<file path="src/sv/ring_fifo_overflow_policy_top_macros.svh">
// Assertion helpers for the ring FIFO block. Each macro expects clk and rst_n
// in the scope where it is used.
`ifndef RING_FIFO_OVERFLOW_POLICY_TOP_MACROS_SVH
`define RING_FIFO_OVERFLOW_POLICY_TOP_MACROS_SVH

// same-cycle implication
`define RFOP_ASSERT_NOW(lbl, ante, cons, msg) \
  lbl: assert property (@(posedge clk) disable iff (!rst_n) (ante) |-> (cons)) else $error(msg);

// next-cycle implication
`define RFOP_ASSERT_NEXT(lbl, ante, cons, msg) \
  lbl: assert property (@(posedge clk) disable iff (!rst_n) (ante) |=> (cons)) else $error(msg);

`endif

</file>
<file path="src/sv/rfop_pkg.sv">
// ----------------------------------------------------------------------------
// rfop_pkg
// Shared constants, codes and types for the ring FIFO with overflow policy.
// ----------------------------------------------------------------------------
`default_nettype none

package rfop_pkg;

  localparam int MAX_SLOTS = 256;
  localparam int PTR_W     = (MAX_SLOTS > 1) ? $clog2(MAX_SLOTS) : 1;
  localparam int CNT_W     = $clog2(MAX_SLOTS + 1);
  localparam int WORD_W    = 32;
  localparam int DEPTH_W   = 9;
  localparam int MODE_W    = 2;
  localparam int CMD_W     = 2;
  localparam int STAT_W    = 3;
  localparam int CFG_DW    = 32;
  localparam int CFG_AW    = 3;

  localparam logic [WORD_W-1:0] ALL_ONES = '1;

  localparam logic [CMD_W-1:0] CMD_ADMIT = 2'd0;
  localparam logic [CMD_W-1:0] CMD_POP   = 2'd1;
  localparam logic [CMD_W-1:0] CMD_CLEAR = 2'd2;

  localparam logic [MODE_W-1:0] MODE_BACKPRESSURE = 2'd0;
  localparam logic [MODE_W-1:0] MODE_DROP_OLDEST  = 2'd1;
  localparam logic [MODE_W-1:0] MODE_DROP_NEWEST  = 2'd2;

  localparam logic [STAT_W-1:0] ST_QUEUED       = 3'd0;
  localparam logic [STAT_W-1:0] ST_BACKPRESSURE = 3'd1;
  localparam logic [STAT_W-1:0] ST_DROPPED      = 3'd2;
  localparam logic [STAT_W-1:0] ST_REPLACED     = 3'd3;
  localparam logic [STAT_W-1:0] ST_POPPED       = 3'd4;
  localparam logic [STAT_W-1:0] ST_EMPTY        = 3'd5;
  localparam logic [STAT_W-1:0] ST_INVALID      = 3'd6;
  localparam logic [STAT_W-1:0] ST_CLEARED      = 3'd7;

  // register word index (paddr[2])
  localparam logic REG_DEPTH = 1'b0;
  localparam logic REG_MODE  = 1'b1;

  typedef struct packed {
    logic [DEPTH_W-1:0] depth;
    logic [MODE_W-1:0]  mode;
    logic               flush;
  } cfg_t;

  function automatic logic [PTR_W-1:0] advance(input logic [PTR_W-1:0] p,
                                               input logic [CNT_W-1:0] depth);
    logic [CNT_W-1:0] n;
    n = CNT_W'(p) + CNT_W'(1);
    return (n >= depth) ? '0 : n[PTR_W-1:0];
  endfunction

endpackage

`default_nettype wire

</file>
<file path="src/sv/rfop_cfg.sv">
// ----------------------------------------------------------------------------
// rfop_cfg
// APB register file: depth in use and overflow mode. A depth write flushes.
// ----------------------------------------------------------------------------
`default_nettype none

module rfop_cfg (
  input  wire logic                          clk,
  input  wire logic                          rst_n,
  input  wire logic                          psel,
  input  wire logic                          penable,
  input  wire logic                          pwrite,
  input  wire logic [rfop_pkg::CFG_AW-1:0]   paddr,
  input  wire logic [rfop_pkg::CFG_DW-1:0]   pwdata,
  output logic      [rfop_pkg::CFG_DW-1:0]   prdata,
  output logic                               pready,
  output rfop_pkg::cfg_t                     cfg
);

  logic [rfop_pkg::DEPTH_W-1:0] depth_r;
  logic [rfop_pkg::MODE_W-1:0]  mode_r;
  logic                         wr;

  assign pready = 1'b1;
  assign wr     = psel && penable && pwrite;

  always_ff @(posedge clk) begin
    if (!rst_n) begin
      depth_r <= rfop_pkg::DEPTH_W'(rfop_pkg::MAX_SLOTS);
      mode_r  <= rfop_pkg::MODE_BACKPRESSURE;
    end else if (wr) begin
      if (paddr[2] == rfop_pkg::REG_DEPTH) begin
        depth_r <= pwdata[rfop_pkg::DEPTH_W-1:0];
      end else begin
        mode_r <= pwdata[rfop_pkg::MODE_W-1:0];
      end
    end
  end

  always_comb begin
    if (paddr[2] == rfop_pkg::REG_DEPTH) begin
      prdata = rfop_pkg::CFG_DW'(depth_r);
    end else begin
      prdata = rfop_pkg::CFG_DW'(mode_r);
    end
  end

  assign cfg.depth = depth_r;
  assign cfg.mode  = mode_r;
  assign cfg.flush = wr && (paddr[2] == rfop_pkg::REG_DEPTH);

endmodule

`default_nettype wire

</file>
<file path="config.mk">
export PLATFORM = sky130hd
export DESIGN_NAME = rfop_cfg
export DESIGN_NICKNAME = d
export VERILOG_FILES = /design/src/sv/ring_fifo_overflow_policy_top_macros.svh /design/src/sv/rfop_pkg.sv /design/src/sv/rfop_cfg.sv
export SDC_FILE = /design/constraint.sdc
export NUM_CORES = 1
export LEC_CHECK = 0
export BUFFER_PORTS_ARGS = -buffer_cell sky130_fd_sc_hd__clkbuf_2
export CORE_MARGIN = 1.5
export CORE_UTILIZATION = 29
export CTS_CLUSTER_DIAMETER = 30
export DETAILED_ROUTE_END_ITERATION = 8
export MAX_ROUTING_LAYER = met4
export PLACE_DENSITY = 0.83
export SLEW_MARGIN = 0
export SYNTH_ARGS = -nofsm -noshare
export SYNTH_HDL_FRONTEND = slang
export SYNTH_SLANG_ARGS = --single-unit
export TNS_END_PERCENT = 20
</file>
<file path="constraint.sdc">
create_clock -name clk -period 0.8 [get_ports clk]
set_input_delay 0.04 -clock clk [delete_from_list [all_inputs] [get_ports clk]]
set_output_delay 0.04 -clock clk [all_outputs]
set_load 0.005 [all_outputs]
</file>
==> results of run 1 <==
[report_power, final]
part / switching [µW] / internal (µW) / leakage (µW)
clock network: 176 / 193 / 0.0000150
logic: 100 / 104 / 0.000409
registers: 7.59 / 562 / 0.0000935
total: 284 / 858 / 0.000518
[layout make-up]
class	instances	area [µm²]
Multi-Input combinational cell	66	380
Tap cell	28	35.0
Timing Repair Buffer	50	303
Clock buffer	4	26.3
Fill cell	230	1280
Sequential cell	11	234
[layout by cell type (no fill, tap or decap)]
cell	netlist	layout
nor2b_4	0	2
conb_1	2	24
clkbuf_2	0	29
dfxtp_2	0	11
clkbuf_4	0	3
buf_2	0	6
nor2b_2	0	1
mux2i_1	11	11
mux2_2	2	2
nand2_1	18	18
dlygate4sd3_1	0	6
buf_4	25	9
nor2b_1	9	6
clkbuf_1	2	1
nand4_1	1	1
and4b_1	1	1
[synth_stat cells, drive strengths merged]
| master | n |
|---|---|
| buf | 26 |
| nand2 | 18 |
| dfxtp | 11 |
| mux2i | 11 |
| nor2b | 9 |
| clkbuf | 2 |
| conb | 2 |
| mux2 | 2 |
| and4b | 1 |
| nand4 | 1 |
[routing by layer]
metal	global-route usage (%)	part of all wire, %	wire length [µm]
met1	11.1	42	588
met3	5.14	8.9	126
met4	1.28	0	0
met5	-	0	0
met2	18.8	49	693
[through the flow]
stage	setup TNS, ns	setup slack [ns]	total power [µW]	cell area, µm²
2_1_floorplan	0	0.132	756	790
3_3_place_gp	-0.0321	-0.0128	749	838
3_5_place_dp	-0.142	-0.0256	750	838
4_1_cts	-1.17	-0.196	1150	960
5_1_grt	-1.64	-0.230	1230	978
6_report	-0.975	-0.184	1140	978
[flip-flops by register name, summed over array words and instances, names as in the netlist]
| name | cells |
|---|---|
| depth_r | 9 |
| mode_r | 2 |
[critical path, cell delays in order, from the launching register on]
cell and delay, ns:
dfxtp_2 0.32, mux2_2 0.25, clkbuf_2 0.11
[path summary, 6_finish.rpt]
| check | startpoint | to | slack [ns] |
|---|---|---|---|
| worst max-delay path | depth_r[0] | prdata[0] | -0.18 |
| worst min-delay path | pwdata[1] | mode_r[1] | 0.01 |
| worst max register to register | depth_r[1] | depth_r[1] | 0.12 |
| worst min register to register | depth_r[2] | depth_r[2] | 0.46 |
[logic make-up after synthesis]
| family | after synthesis | share of synthesized area [%] |
|---|---|---|
| buf+inv | 28 | 29.2 |
| flops | 11 | 31.2 |
| simple gates | 29 | 19.8 |
| other cells | 2 | 1.06 |
| mux | 13 | 18.8 |
[timing repair]
action | 4_1_cts | 5_1_grt
endpoints found under the hold margin | 6 | 0
setup buffers | 3 | 0
hold buffers | 6 | 0
pin swaps | 0 | 0
resized for setup | 10 | 11
endpoints found under the setup margin | 10 | 13
==> results.sh, run 1 <==
export IMPL_power_density_mw_per_mm2=1170
export IMPL_yosysSeqAreaShare_pct=31.2
export IMPL_finalSetupViolations=12
export IMPL_first_iter_violations=2
export IMPL_wl_per_cell_um=8.86
export IMPL_status="finished with violations"
export IMPL_syn_area_per_cell_um2=8.52
export IMPL_cp_start_kind="register"
export IMPL_max_vdd_ir_drop_v=0.000972
export IMPL_period_share_pct=123
export IMPL_gp_congestion=0.561
export IMPL_holdWs_ns=0.0136
export IMPL_ys_warn_count=0
export IMPL_yosysTopAreaCellShare_pct=31.2
export IMPL_final_core_util_pct=43.4
export IMPL_fmax_ghz=1.02
export IMPL_slew_violations=0
export IMPL_via_per_inst=3.86
export IMPL_hold_violations=0
export IMPL_end_kind="output pin"
export IMPL_setup_ws_ns=-0.184
export IMPL_leakagePower_uw=0.000518
export IMPL_cp_data_arrival_time_ns=0.94
export IMPL_cts_clk_slew_worst_paths_ns=0.07
export IMPL_hold_path_class="in2reg"
export IMPL_ys_ff_latch=11
export IMPL_wl_mm=1.41
export IMPL_port_buffers=35
export IMPL_grt_overflow_total=0
export IMPL_num_nets_final=172
export IMPL_fin_cells=159
export IMPL_first_global_vias=494
export IMPL_synthTopCellsByArea="dfxtp_1 (31%), buf_4 (27%), mux2i_1 (16%), nand2_1 (9.6%), nor2b_1 (8.0%)"
export IMPL_path_class="reg2out"
export IMPL_cts_tree="built"
export IMPL_rr_worst_depth=3
export IMPL_skew_ns=0
export IMPL_start_util_pct=31.4
export IMPL_rows=17
export IMPL_via_count=614
export IMPL_grt_pass1_wl_mm=2.06
export IMPL_first_pass_iters=2
export IMPL_groute_usage_overall_pct=10.7
export IMPL_yosysUniqueCellTypes=11
export IMPL_cts_buffers=3
export IMPL_crit_required_ns=0.76
export IMPL_cts_max_level=1
export IMPL_yosysTopAreaCell="dfxtp_1"
export IMPL_synthesis_area_um2=707
export IMPL_insertion_delay_ns=0.26
export IMPL_die_w_um=52.4
export IMPL_place_inst=146
export IMPL_diodes=0
export IMPL_crit_path_max_fanout=3
export IMPL_violations="setup timing"
export IMPL_hold_depth=3
export IMPL_cts_sinks=11
export IMPL_netlist_instances=83
export IMPL_ant_nets=0
export IMPL_period_minus_slack_ns=0.984
export IMPL_dp_hpwl_mm=1.05
export IMPL_antenna_found_initial=0
export IMPL_core_area_mm2=0.00225
export IMPL_rsz0062_at_grt="true"
export IMPL_die_area_mm2=0.00274
export IMPL_drc=0
export IMPL_clk_root_buffer_cell="clkbuf_4"
export IMPL_dieHeight_um=52.4
export IMPL_area_growth_pct=38.4
export IMPL_cap_violations=0
export IMPL_grt_max_degree=10
export IMPL_layout_drive_gt1_share_pct=48.1
export IMPL_cts_buffer_depth=2
export IMPL_boundaryPins=85
(Power assumes the default switching activity.)
==> inputs of run 2 (changes only) <==
- GPL_TIMING_DRIVEN: default -> 0
==> run 2 against run 1 <==
  * Clock power hardly changed
  * Utilization grew 7.6 points
  * The run still ends with setup timing left
  * First-iteration DRC count rose to 3.5 times the previous value
  * Critical endpoint unchanged
  * Maximum frequency shrank 0.61%
  * Clock-buffer cell count stayed put
  * Sequential power hardly changed
==> results.sh, run 2 (synthesis results as in run 1) <==
export IMPL_start_util_pct=31.4
export IMPL_first_pass_iters=4
export IMPL_insertion_delay_ns=0.26
export IMPL_largest_register_ffs=9
export IMPL_cts_buffers=3
export IMPL_via_count=673
export IMPL_cts_tree="built"
export IMPL_rr_worst_depth=3
export IMPL_r2r_end="mode_r[0]"
export IMPL_area_growth_pct=62.7
export IMPL_cts_max_level=1
export IMPL_hold_violations=0
export IMPL_antenna_found_initial=0
export IMPL_detailed_place_area_um2=995
export IMPL_finalPower_uw=1230
export IMPL_skew_ns=0
export IMPL_cts_buffer_depth=2
export IMPL_groute_usage_overall_pct=11.9
export IMPL_grt_overflow_total=0
export IMPL_max_vdd_ir_drop_v=0.000852
export IMPL_dp_hpwl_mm=1.12
export IMPL_violations="setup timing"
export IMPL_via_per_inst=3.72
export IMPL_final_area_mm2=0.00115
export IMPL_dieHeight_um=52.4
export IMPL_end_kind="output pin"
export IMPL_grt_max_degree=11
export IMPL_leakagePower_uw=0.000645
export IMPL_fin_cells=181
export IMPL_period_minus_slack_ns=0.990
export IMPL_cts_sinks=11
export IMPL_drc=0
export IMPL_reg_top3="depth_r (9), mode_r (2)"
export IMPL_min_to="depth_r[1]"
export IMPL_final_common_cell="clkbuf_2"
export IMPL_period_share_pct=124
export IMPL_gp_congestion=0.556
export IMPL_boundaryPins=85
export IMPL_cp_data_arrival_time_ns=0.95
export IMPL_wl_mm=1.66
export IMPL_power_density_mw_per_mm2=1070
export IMPL_setup_ws_ns=-0.190
export IMPL_cts_clk_slew_worst_paths_ns=0.07
export IMPL_path_class="reg2out"
export IMPL_slew_violations=0
export IMPL_status="finished with violations"
export IMPL_grt_pass1_wl_mm=2.30
export IMPL_crit_path_max_fanout=2
export IMPL_cpMaxStageDelayCell="dfxtp_2"
export IMPL_core_area_mm2=0.00225
export IMPL_rsz0062_at_grt="true"
export IMPL_port_buffers=34
export IMPL_clk_root_buffer_cell="clkbuf_4"
export IMPL_hold_depth=3
export IMPL_reg2reg_slack_ns=0.11
export IMPL_finalSetupViolations=13
export IMPL_fill_cells=222
export IMPL_first_global_vias=550
export IMPL_first_iter_violations=7
export IMPL_die_area_mm2=0.00274
export IMPL_final_cell_mix="clkbuf_2 (29), buf_4 (28), conb_1 (24)"
export IMPL_crit_chain="mux2_4, clkbuf_2"
export IMPL_slowest_delay_ns=0.32
export IMPL_fmax_ghz=1.01
export IMPL_cp_start_kind="register"
export IMPL_rows=17
export IMPL_reg2reg_from="mode_r[0]"
export IMPL_largest_register="depth_r"
export IMPL_place_inst=167
export IMPL_wl_per_cell_um=9.19
export IMPL_diodes=0
export IMPL_crit_required_ns=0.76
export IMPL_worstHoldStart="pwdata[1]"
export IMPL_hold_path_class="in2reg"
export IMPL_num_nets_final=194
export IMPL_die_w_um=52.4
export IMPL_layout_drive_gt1_share_pct=54.2
export IMPL_cap_violations=0
export IMPL_ant_nets=0
## run 2: report_power, final
group | internal (µW) | switching [µW] | total, µW
clock network | 193 | 175 | 367
registers | 561 | 8.00 | 569
logic | 171 | 118 | 289
total | 925 | 301 | 1230
## run 2: repair_timing
| item | in CTS | in global routing |
|---|---|---|
| hold endpoints to repair | 6 | 0 |
| gates resized for setup | 11 | 12 |
| endpoints found under the setup margin | 9 | 13 |
| setup buffers | 4 | 0 |
| hold buffers | 6 | 0 |
## run 2: per-stage QoR
stage               hold slack, ns  util [%]  setup TNS, ns  worst slack (ns)
floorplan                    0.182         -              0             0.132
finish                      0.0188      51.0          -1.04            -0.190
detailed placement           0.277      44.1         -0.145           -0.0290
CTS                         0.0108      49.9          -1.25            -0.195
global route                0.0198      51.0          -1.78            -0.233
global placement             0.274      44.1        -0.0905           -0.0204
## run 2: layout make-up
cell class,instances,area (µm²),area share [%]
tap,28,35.0,3.05
buffer,28,206,18.0
clock buffer,4,26.3,2.29
sequential,11,234,20.3
timing repair buffer,44,264,23.0
multi-input combinational,66,384,33.4
## run 2: worst max path at each step
stage                from          to  slack (ns)  cells past startpoint
2_1_floorplan    paddr[2]  depth_r[0]        0.13                      3
6_report       depth_r[0]   prdata[0]       -0.19                      2
3_5_place_dp     paddr[2]  depth_r[4]       -0.03                      4
4_1_cts        depth_r[1]   prdata[1]       -0.19                      2
5_1_grt        depth_r[0]   prdata[0]       -0.23                      2
3_3_place_gp     paddr[2]  depth_r[8]       -0.02                      4
## run 2: critical path: cells and delay by family, from the launching register on
family                 cells  cell delay [ns]
buffers and inverters      1             0.11
flip-flops                 1             0.32
multiplexers               1             0.26
## run 2: routing by layer
layer / up-vias / track usage [%] / wire [µm]
li1: 358 / - / -
met1: 278 / 12.1 / 706
met2: 37 / 21.0 / 799
met3: 0 / 6.00 / 158
met4: 0 / 1.28 / 0
met5: - / - / 0
==> inputs of run 3 (changes only) <==
- BUFFER_PORTS_ARGS: -buffer_cell sky130_fd_sc_hd__clkbuf_2 -> -buffer_cell sky130_fd_sc_hd__buf_2
==> run 3 against run 2 <==
  * Sequential share of layout area up 1.5 points
  * Power is 2.7% lower
  * The flow still finishes with violations (setup timing)
  * Highest routed layer unchanged
  * Clock-buffer cell count unchanged
  * Clock skew unchanged
  * Setup slack lost 0.022 ns
  * Clock power hardly changed
  * Register-to-register slack gained 0.08 ns
==> results.sh, run 3 (synthesis results as in run 1) <==
export IMPL_via_per_inst=3.69
export IMPL_wl_mm=1.41
export IMPL_finalSetupViolations=9
export IMPL_rsz0062_at_grt="true"
export IMPL_die_area_mm2=0.00274
export IMPL_wl_per_cell_um=8.15
export IMPL_groute_usage_overall_pct=10.1
export IMPL_insertion_delay_ns=0.26
export IMPL_num_nets_final=186
export IMPL_skew_ns=0
export IMPL_rows=17
export IMPL_max_vdd_ir_drop_v=0.000826
export IMPL_crit_chain="mux2_4, buf_6"
export IMPL_cpMaxStageDelayCell="dfxtp_2"
export IMPL_final_area_mm2=0.00107
export IMPL_status="finished with violations"
export IMPL_largest_register_ffs=9
export IMPL_power_density_mw_per_mm2=1110
export IMPL_clk_root_buffer_cell="clkbuf_4"
export IMPL_dieHeight_um=52.4
export IMPL_worstHoldStart="pwdata[6]"
export IMPL_crit_path_max_fanout=3
export IMPL_grt_util_met1_pct=11.8
export IMPL_cts_sinks=11
export IMPL_crit_required_ns=0.76
export IMPL_cts_max_level=1
export IMPL_cts_buffers=3
export IMPL_drc=0
export IMPL_dp_hpwl_mm=1.12
export IMPL_cp_start_kind="register"
export IMPL_grt_pass1_wl_mm=1.93
export IMPL_postCtsSetupRepairBufs=0
export IMPL_path_class="reg2out"
export IMPL_holdWs_ns=0.0111
export IMPL_diodes=0
export IMPL_use_met3_pct=6.00
export IMPL_top_usage_layer="met2"
export IMPL_cts_buffer_depth=2
export IMPL_leakagePower_uw=0.000605
export IMPL_detailed_place_area_um2=995
export IMPL_final_common_cell="buf_2"
export IMPL_end_kind="output pin"
export IMPL_start_util_pct=31.4
export IMPL_reg2reg_from="depth_r[8]"
export IMPL_slew_violations=0
export IMPL_cts_clk_slew_worst_paths_ns=0.07
export IMPL_boundaryPins=85
export IMPL_dp_slack_ns=-0.0420
export IMPL_period_minus_slack_ns=1.01
export IMPL_r2r_end="depth_r[8]"
export IMPL_grt_overflow_total=0
export IMPL_first_pass_iters=4
export IMPL_antenna_found_initial=0
export IMPL_cp_data_arrival_time_ns=0.97
export IMPL_fill_cells=228
export IMPL_cap_violations=0
export IMPL_layout_drive_gt1_share_pct=53.1
export IMPL_crit_buf_inv=1
export IMPL_first_iter_violations=6
export IMPL_via_count=638
export IMPL_core_area_mm2=0.00225
export IMPL_hold_violations=0
export IMPL_setup_ws_ns=-0.212
export IMPL_area_growth_pct=51.7
export IMPL_min_to="depth_r[6]"
export IMPL_ant_nets=0
export IMPL_hold_path_class="in2reg"
export IMPL_final_cell_mix="buf_2 (33), buf_4 (25), conb_1 (24)"
export IMPL_cp_top_family="flip-flops"
export IMPL_reg_top3="depth_r (9), mode_r (2)"
export IMPL_slowest_delay_ns=0.33
export IMPL_violations="setup timing"
export IMPL_period_share_pct=126
export IMPL_rr_worst_depth=2
export IMPL_hold_depth=3
export IMPL_cts_tree="built"
export IMPL_first_global_vias=451
export IMPL_largest_register="depth_r"
export IMPL_reg2reg_slack_ns=0.19
export IMPL_port_buffers=34
export IMPL_grt_max_degree=11
export IMPL_die_w_um=52.4
export IMPL_gp_congestion=0.555
export IMPL_use_met2_pct=15.4
export IMPL_fmax_ghz=0.988
==> run 3: final cells by class <==
class	count	area, µm²	share of cell area (%)
multi-input combinational	66	374	34.9
sequential	11	234	21.8
tap	28	35.0	3.27
buffer	28	206	19.3
timing repair buffer	36	196	18.3
clock buffer	4	26.3	2.45
==> run 3: worst max path at each step <==
stage                 endpoint        from  slack (ns)  cells after the start
floorplan           depth_r[0]    paddr[2]        0.13                      3
global placement    depth_r[8]    paddr[2]       -0.03                      4
detailed placement  depth_r[4]    paddr[2]       -0.04                      4
CTS                  prdata[1]   mode_r[1]       -0.22                      2
global route         prdata[0]  depth_r[0]       -0.26                      2
finish               prdata[0]  depth_r[0]       -0.21                      2
==> run 3: worst register-to-register path, delay by kind of cell, from the launching register on <==
family           cells  cell delay, ns
muxes                1            0.07
DFF                  1            0.32
and+or+nand+nor      1            0.11
==> run 3: through the flow <==
step	TNS (ns)	instances	utilization (%)	total power [µW]
global route	-1.42	173	47.6	1290
floorplan	0	105	-	756
detailed placement	-0.260	167	44.1	824
finish	-0.803	173	47.6	1190
global placement	-0.203	167	44.1	823
CTS	-0.943	173	46.7	1210
==> run 3: power breakdown <==
group | internal, µW | switching, µW | leakage (µW) | total (µW)
registers | 562 | 7.74 | 0.0000935 | 569
clock network | 192 | 171 | 0.0000150 | 364
logic | 152 | 108 | 0.000496 | 260
total | 906 | 287 | 0.000605 | 1190
==> run 3: what timing repair did <==
item                       CTS  global route
hold endpoints to repair     2             0
setup endpoints to repair    9            12
gates resized for setup      9             5
hold buffers                 2             0
==> run 3: layer usage <==
metal,up-vias,share of wire [%]
li1,336,-
met1,265,44
met2,37,44
met3,0,12
met4,0,0
met5,-,0
